==> src/design/imufp_pkg.sv <==
// Package for the IMU frame parser: frame constants, type codes and quantity encoding.
// Used by imufp_axis_scale, imu_frame_parser_core and the testbench; depends on nothing else.

package imufp_pkg;

    localparam int unsigned FRAME_LEN   = 11;
    localparam int unsigned SUM_LEN     = FRAME_LEN - 1;
    localparam int unsigned CNT_W       = $clog2(FRAME_LEN);
    localparam int unsigned RAW_W       = 16;
    localparam int unsigned AXIS_W      = 31;
    localparam int unsigned PROD_W      = 32;

    localparam logic [CNT_W-1:0] CNT_LAST = CNT_W'(FRAME_LEN - 1);

    localparam logic [7:0] HEADER_BYTE = 8'h55;
    localparam logic [7:0] TYPE_MASK   = 8'h50;
    localparam logic [7:0] TYPE_ACCEL  = 8'h51;
    localparam logic [7:0] TYPE_GYRO   = 8'h52;
    localparam logic [7:0] TYPE_ANGLE  = 8'h53;
    localparam logic [7:0] TYPE_MAG    = 8'h54;

    localparam logic signed [PROD_W-1:0] SCALE_ACCEL = 32'sd16;
    localparam logic signed [PROD_W-1:0] SCALE_GYRO  = 32'sd2000;
    localparam logic signed [PROD_W-1:0] SCALE_ANGLE = 32'sd180;
    localparam logic signed [PROD_W-1:0] SCALE_MAG   = 32'sd32768;

    typedef enum logic [1:0] {
        QTY_ACCEL = 2'd0,
        QTY_GYRO  = 2'd1,
        QTY_ANGLE = 2'd2,
        QTY_MAG   = 2'd3
    } qty_t;

endpackage

==> src/design/imufp_axis_scale.sv <==
// Scales one raw signed 16-bit axis word into Q.15 by the constant of its quantity.
// Depends on imufp_pkg for widths, scale constants and the quantity type.

module imufp_axis_scale
    import imufp_pkg::*;
(
    input  logic signed [RAW_W-1:0]  raw_word,
    input  qty_t                     qty,
    output logic signed [AXIS_W-1:0] scaled
);

    logic signed [PROD_W-1:0] raw_ext;
    logic signed [PROD_W-1:0] prod;

    assign raw_ext = PROD_W'(raw_word);

    // Every product is exact and fits in 31 signed bits.
    always_comb begin
        unique case (qty)
            QTY_ACCEL: prod = raw_ext * SCALE_ACCEL;
            QTY_GYRO:  prod = raw_ext * SCALE_GYRO;
            QTY_ANGLE: prod = raw_ext * SCALE_ANGLE;
            QTY_MAG:   prod = raw_ext * SCALE_MAG;
            default:   prod = '0;
        endcase
    end

    assign scaled = prod[AXIS_W-1:0];

endmodule

==> src/design/imu_frame_parser_core.sv <==
// Top level of the IMU serial frame parser: byte window, frame check, decode and output register.
// Depends on imufp_pkg and instantiates imufp_axis_scale three times.
//
//  Channel | Direction | Ports                                       | Transfer when
//  --------+-----------+---------------------------------------------+---------------------
//  s_      | in        | s_valid, s_ready, s_rx_byte                 | s_valid && s_ready
//  m_      | out       | m_valid, m_ready, m_status, m_quantity,     | m_valid && m_ready
//          |           | m_axis_x, m_axis_y, m_axis_z                |
//
// One byte is taken per cycle while s_ready is high. The window update and the frame check
// (header, type mask and the 8-bit sum of ten bytes) happen in the cycle of the transfer; the
// decision and the six data bytes go into a stage register, and the constant scaling fills the
// output register when the stage moves on. The input stalls only when both the stage register
// and the output register are full and m_ready is low. Reset clears the byte count and the
// valid flags; the window bytes are not cleared, since they are only read once all ten have
// been written.

module imu_frame_parser_core
    import imufp_pkg::*;
(
    input  logic                     aclk,
    input  logic                     aresetn,

    input  logic                     s_valid,
    output logic                     s_ready,
    input  logic [7:0]               s_rx_byte,

    output logic                     m_valid,
    input  logic                     m_ready,
    output logic                     m_status,
    output logic [1:0]               m_quantity,
    output logic signed [AXIS_W-1:0] m_axis_x,
    output logic signed [AXIS_W-1:0] m_axis_y,
    output logic signed [AXIS_W-1:0] m_axis_z
);

    // Window and byte count.
    logic [7:0]       win_reg [SUM_LEN];
    logic [7:0]       win_next [SUM_LEN];
    logic [CNT_W-1:0] cnt_reg;
    logic [CNT_W-1:0] cnt_next;

    // Stage register between check and scaling.
    logic             s1_valid_reg;
    logic             s1_valid_next;
    logic             s1_bad_reg;
    qty_t             s1_qty_reg;
    logic [7:0]       s1_data_reg [6];

    // Output register.
    logic                     m_valid_reg;
    logic                     m_status_reg;
    qty_t                     m_qty_reg;
    logic signed [AXIS_W-1:0] m_x_reg;
    logic signed [AXIS_W-1:0] m_y_reg;
    logic signed [AXIS_W-1:0] m_z_reg;

    logic       s_xfer;
    logic       out_free;
    logic       s1_move;
    logic       frame_full;
    logic [7:0] sum;
    logic       hdr_ok;
    logic       frame_good;
    logic       type_known;
    qty_t       type_qty;
    logic       emit;

    logic signed [AXIS_W-1:0] scl_x;
    logic signed [AXIS_W-1:0] scl_y;
    logic signed [AXIS_W-1:0] scl_z;

    // Handshake: the output register frees the stage, the stage frees the input.
    assign out_free = !m_valid_reg || m_ready;
    assign s1_move  = s1_valid_reg && out_free;
    assign s_ready  = !s1_valid_reg || out_free;
    assign s_xfer   = s_valid && s_ready;

    // The incoming byte completes the frame when ten bytes are already held.
    assign frame_full = (cnt_reg == CNT_LAST);

    always_comb begin
        sum = '0;
        for (int k = 0; k < SUM_LEN; k++) begin
            sum = sum + win_reg[k];
        end
    end

    assign hdr_ok     = (win_reg[0] == HEADER_BYTE) &&
                        ((win_reg[1] & TYPE_MASK) == TYPE_MASK);
    assign frame_good = hdr_ok && (sum == s_rx_byte);

    always_comb begin
        type_known = 1'b1;
        type_qty   = QTY_ACCEL;
        unique case (win_reg[1])
            TYPE_ACCEL: type_qty = QTY_ACCEL;
            TYPE_GYRO:  type_qty = QTY_GYRO;
            TYPE_ANGLE: type_qty = QTY_ANGLE;
            TYPE_MAG:   type_qty = QTY_MAG;
            default:    type_known = 1'b0;
        endcase
    end

    // A full window gives a result when it is bad, or good with a known type.
    assign emit = frame_full && (!frame_good || type_known);

    // Window update. A bad frame shifts down by one byte and keeps ten; a good frame
    // empties the window, leaving the stale bytes to be overwritten.
    always_comb begin
        for (int k = 0; k < SUM_LEN; k++) begin
            win_next[k] = win_reg[k];
        end
        cnt_next = cnt_reg;
        if (s_xfer) begin
            if (!frame_full) begin
                for (int k = 0; k < SUM_LEN; k++) begin
                    if (cnt_reg == CNT_W'(k)) begin
                        win_next[k] = s_rx_byte;
                    end
                end
                cnt_next = cnt_reg + 1'b1;
            end else if (!frame_good) begin
                for (int k = 0; k < SUM_LEN - 1; k++) begin
                    win_next[k] = win_reg[k + 1];
                end
                win_next[SUM_LEN-1] = s_rx_byte;
                cnt_next = CNT_LAST;
            end else begin
                cnt_next = '0;
            end
        end
    end

    always_comb begin
        s1_valid_next = s1_valid_reg;
        if (s_xfer) begin
            s1_valid_next = emit;
        end else if (s1_move) begin
            s1_valid_next = 1'b0;
        end
    end

    always_ff @(posedge aclk) begin
        if (!aresetn) begin
            cnt_reg      <= '0;
            s1_valid_reg <= 1'b0;
        end else begin
            cnt_reg      <= cnt_next;
            s1_valid_reg <= s1_valid_next;
        end
    end

    always_ff @(posedge aclk) begin
        for (int k = 0; k < SUM_LEN; k++) begin
            win_reg[k] <= win_next[k];
        end
        if (s_xfer && emit) begin
            s1_bad_reg <= !frame_good;
            s1_qty_reg <= type_qty;
            for (int k = 0; k < 6; k++) begin
                s1_data_reg[k] <= win_reg[k + 2];
            end
        end
    end

    // Constant scaling of the three little-endian words.
    imufp_axis_scale u_scale_x (
        .raw_word ({s1_data_reg[1], s1_data_reg[0]}),
        .qty      (s1_qty_reg),
        .scaled   (scl_x)
    );

    imufp_axis_scale u_scale_y (
        .raw_word ({s1_data_reg[3], s1_data_reg[2]}),
        .qty      (s1_qty_reg),
        .scaled   (scl_y)
    );

    imufp_axis_scale u_scale_z (
        .raw_word ({s1_data_reg[5], s1_data_reg[4]}),
        .qty      (s1_qty_reg),
        .scaled   (scl_z)
    );

    always_ff @(posedge aclk) begin
        if (!aresetn) begin
            m_valid_reg <= 1'b0;
        end else if (out_free) begin
            m_valid_reg <= s1_valid_reg;
        end
    end

    // A bad frame reports zero quantity and zero axes.
    always_ff @(posedge aclk) begin
        if (s1_move) begin
            m_status_reg <= s1_bad_reg;
            if (s1_bad_reg) begin
                m_qty_reg <= QTY_ACCEL;
                m_x_reg   <= '0;
                m_y_reg   <= '0;
                m_z_reg   <= '0;
            end else begin
                m_qty_reg <= s1_qty_reg;
                m_x_reg   <= scl_x;
                m_y_reg   <= scl_y;
                m_z_reg   <= scl_z;
            end
        end
    end

    assign m_valid    = m_valid_reg;
    assign m_status   = m_status_reg;
    assign m_quantity = m_qty_reg;
    assign m_axis_x   = m_x_reg;
    assign m_axis_y   = m_y_reg;
    assign m_axis_z   = m_z_reg;

    // The byte count never passes the number of bytes the window can hold.
    a_cnt_range: assert property (@(posedge aclk) disable iff (!aresetn)
        cnt_reg <= CNT_LAST)
        else $error("byte count out of range");

    // A fresh stage entry comes only from a transfer that completed a frame.
    a_stage_source: assert property (@(posedge aclk) disable iff (!aresetn)
        $rose(s1_valid_reg) |-> $past(s_valid && s_ready && cnt_reg == CNT_LAST))
        else $error("stage loaded without a completed frame");

    // A resync result carries zero quantity and zero axes.
    a_bad_zero: assert property (@(posedge aclk) disable iff (!aresetn)
        (m_valid && m_status) |->
            (m_quantity == QTY_ACCEL && m_axis_x == '0 && m_axis_y == '0 && m_axis_z == '0))
        else $error("resync result with nonzero fields");

    // A byte that does not complete the window never produces a result.
    a_no_early: assert property (@(posedge aclk) disable iff (!aresetn)
        (s_valid && s_ready && cnt_reg != CNT_LAST) |=> !$rose(s1_valid_reg))
        else $error("result from an incomplete window");

endmodule

==> config.mk <==
export PLATFORM = sky130hd
export DESIGN_NAME = imu_frame_parser_core
export DESIGN_NICKNAME = d
export VERILOG_FILES = /design/src/design/imufp_pkg.sv /design/src/design/imufp_axis_scale.sv /design/src/design/imu_frame_parser_core.sv
export SDC_FILE = /design/constraint.sdc
export NUM_CORES = 1
export LEC_CHECK = 0
export CORE_UTILIZATION = 35
export DETAILED_ROUTE_END_ITERATION = 10
export DONT_BUFFER_PORTS = 1
export PLACE_DENSITY = 0.51
export SLEW_MARGIN = 0
export SYNTH_ARGS = -nofsm -noshare
export SYNTH_HDL_FRONTEND = slang
export SYNTH_SLANG_ARGS = --single-unit
==> constraint.sdc <==
create_clock -name aclk -period 6.2 [get_ports aclk]
set_clock_uncertainty 0.05 [all_clocks]
set_input_delay 0.62 -clock aclk [delete_from_list [all_inputs] [get_ports aclk]]
set_output_delay 0.62 -clock aclk [all_outputs]
set_load 0.01 [all_outputs]
==> qor.yml <==
run_status:
  run_status: "completed"
global_routing:
  antenna_found_initial: 0
  grt_max_degree: 95
  overflow: 0
  grt_pass1_wl_um: 110000
  grt_pass1_vias: 18614
  globalRouteTotalUtil_pct: 19.5
final_layout:
  largest_reg_flops: 80
  layout_common_cells: "inv_1, fa_1, ha_1, edfxtp_1, a21oi_1"
  drive_gt1_share_pct: 5.43
  nets: 3087
  syn_to_final_growth_pct: 9.12
  layout_commonest_cell: "inv_1"
  post-route-util_pct: 38.8
  post-route-cell-area_um2: 27900
floorplanning:
  core_area_um2: 71900
  ioPinCount: 110
  rows: 98
  die_h_um: 272
  start_util_pct: 35.5
  die_x_um: 272
  die-area_um2: 74000
critical_path:
  crit_type: "reg -> reg"
  setup.worst_path.end_class: "flop"
  cp.required_ns: 6.42
  worstPathArrival_ns: 6.08
  endpoint: "win_reg[8][3]"
  regToRegSetupSlack_ns: 0.33
  critPathMaxFanout: 8
  crit_start: "win_reg[7][2]"
  worst-r2r-cell-count: 18
  r2r_end: "win_reg[8][3]"
  cp-start-kind: "flop"
  reg2reg_from: "win_reg[7][2]"
sta:
  hold_viol_final: 0
  slew_headroom_pct: 30.9
  setup_viol: 0
  min_period_ns: 5.87
  worstMarginPinSlew_ns: 1.04
  setup_ws_ns: 0.334
  drv_slew: 0
  fmax_mhz: 170
  finalCritPeriodShare_pct: 94.6
  fin_setup_tns_ns: 0
  hold_slack_ns: 0.0876
yosys:
  yosysWarnings: 0
  synth_ff_type: "edfxtp_1"
  yosysSeqAreaShare_pct: 26.5
  netlist_area_um2: 25500
  synthDistinctLibCells: 83
  synth_edf_count: 221
  syn_avg_cell_area_um2: 10.4
  synthCells: 2443
  synth-seq-cells: 227
  synthArstFlopShare_pct: 0
placed_design:
  place_area_um2: 26900
  io_buffers: 0
  gp_congestion: 0.892
  preCtsSetupSlack_ns: 0.191
  dp_hpwl_um: 55500
power:
  power_density_nw_per_um2: 133
  cellLeakagePower_nw: 12.8
  ir_drop_v: 0.000189
drt:
  antenna_left: 0
  wirelength_um: 70800
  drc: 0
  avgViaCountPerCell: 5.09
  vias: 17484
  wire_per_inst_um: 20.6
  dr.first_iter.drc_count: 1199
  drtPass1Iterations: 5
clocking:
  htree_levels: 1
  clock_latency_ns: 0.58
  cts_made_buffers: 29
  clock_sinks: 227
  hold_buffers: 0
  ctsRootBufferMaster: "clkbuf_16"
  clk_pin_slew_ns: 0.06
  clk_path_buf_depth: 3
  tritoncts: "built"
min_path:
  hold_start: "s_rx_byte[6]"
  holdCritPathClass: "in -> reg"
  holdPathStages: 0
run:
  maxCapViolCount: 0
[worst min-delay path by stage]
stage	endpoint	slack, ns
2_1_floorplan	m_status	0.37
3_3_place_gp	s1_data_reg[5][0]	0.42
6_report	win_reg[9][6]	0.09
4_1_cts	win_reg[9][6]	0.06
3_5_place_dp	s1_data_reg[5][0]	0.43
5_1_grt	win_reg[9][2]	0.06
[what timing repair did]
action                                  CTS  global route
endpoints found under the setup margin    0            68
setup buffers                             0             1
gates resized for setup                   0             5
[cell type report]
type / count / area (um^2)
Antenna cell: 1 / 2.50
Clock buffer: 34 / 744
Clock inverter: 18 / 189
Fill cell: 7116 / 44000
Inverter: 541 / 2030
Multi-Input combinational cell: 1615 / 16500
Sequential cell: 227 / 6760
Tap cell: 950 / 1190
Timing Repair Buffer: 52 / 428
[worst max-delay path, cell delays in order (launching register included)]
cell and delay [ns]:
edfxtp_1 0.43, fa_1 0.57, inv_1 0.06, fa_1 0.51, fa_1 0.52, fa_1 0.55
inv_1 0.06, fa_1 0.54, inv_1 0.07, fa_1 0.45, nor2b_1 0.12, o21ai_0 0.11
a21boi_1 0.15, o21ai_0 0.11, and3_1 0.21, o211a_1 0.27, a21o_1 0.26, nor3b_2 0.23
o21a_2 0.29
[where the power goes]
part | switching (mW) | total (mW) | internal [mW]
logic | 0.173 | 0.336 | 0.164
clock network | 0.704 | 1.69 | 0.984
registers | 0.0104 | 1.69 | 1.68
[logic make-up (layout without fill, tap and decap cells)]
| family | Yosys count | count (layout) | synth area share (%) |
|---|---|---|---|
| simple gates | 368 | 368 | 7.10 |
| other cells | 1 | 7 | 0.0147 |
| mux | 26 | 26 | 1.18 |
| fa+ha+maj | 609 | 609 | 39.0 |
| buf+inv | 606 | 645 | 9.00 |
| compound gates | 471 | 471 | 12.5 |
| xor+xnor | 135 | 135 | 4.69 |
| flops | 227 | 227 | 26.5 |
[layer usage]
metal / vias to the layer above / GRT usage, % / wire, um
met1: 8830 / 26.4 / 32100
li1: 8161 / - / -
met4: 0 / 5.85 / 2230
met2: 399 / 32.2 / 33200
met3: 94 / 2.76 / 3230
met5: - / 0 / 0
[cells in the mapped netlist (all sizes together) (5+ instances only)]
library cell	instances	area [um^2]
a311oi	9	85.1
o211ai	8	60.1
buf	18	90.1
a21oi	120	604
xnor2	101	885
clkbuf	47	176
o21bai	11	86.3
and2	11	68.8
and3	8	50.1
nand4	6	37.5
nand2	84	315
a22oi	14	105
xor2	33	289
nand2b	21	131
or3	13	81.3
a221oi	9	96.4
or2	11	68.8
nor2	112	420
dfxtp	6	120
o21a	17	128
edfxtp	221	6640
nand3	22	110
a31oi	20	125
inv	541	2030
o31ai	5	47.5
fa	312	6250
a211oi	25	198
mux2i	22	233
nor4	6	50.0
o21ai	72	360
o221ai	5	43.8
a21o	105	788
ha	297	3720
nor2b	36	233
nor3	23	115
[metrics by stage]
| stage | std cells | total power [mW] |
|---|---|---|
| 2_1_floorplan | 2448 | 1.98 |
| 3_3_place_gp | 3384 | 2.05 |
| 3_5_place_dp | 3384 | 2.06 |
| 4_1_cts | 3436 | 3.76 |
| 5_1_grt | 3437 | 3.86 |
| 6_report | 3438 | 3.71 |
No activity file was read; power rests on OpenSTA's default activity.
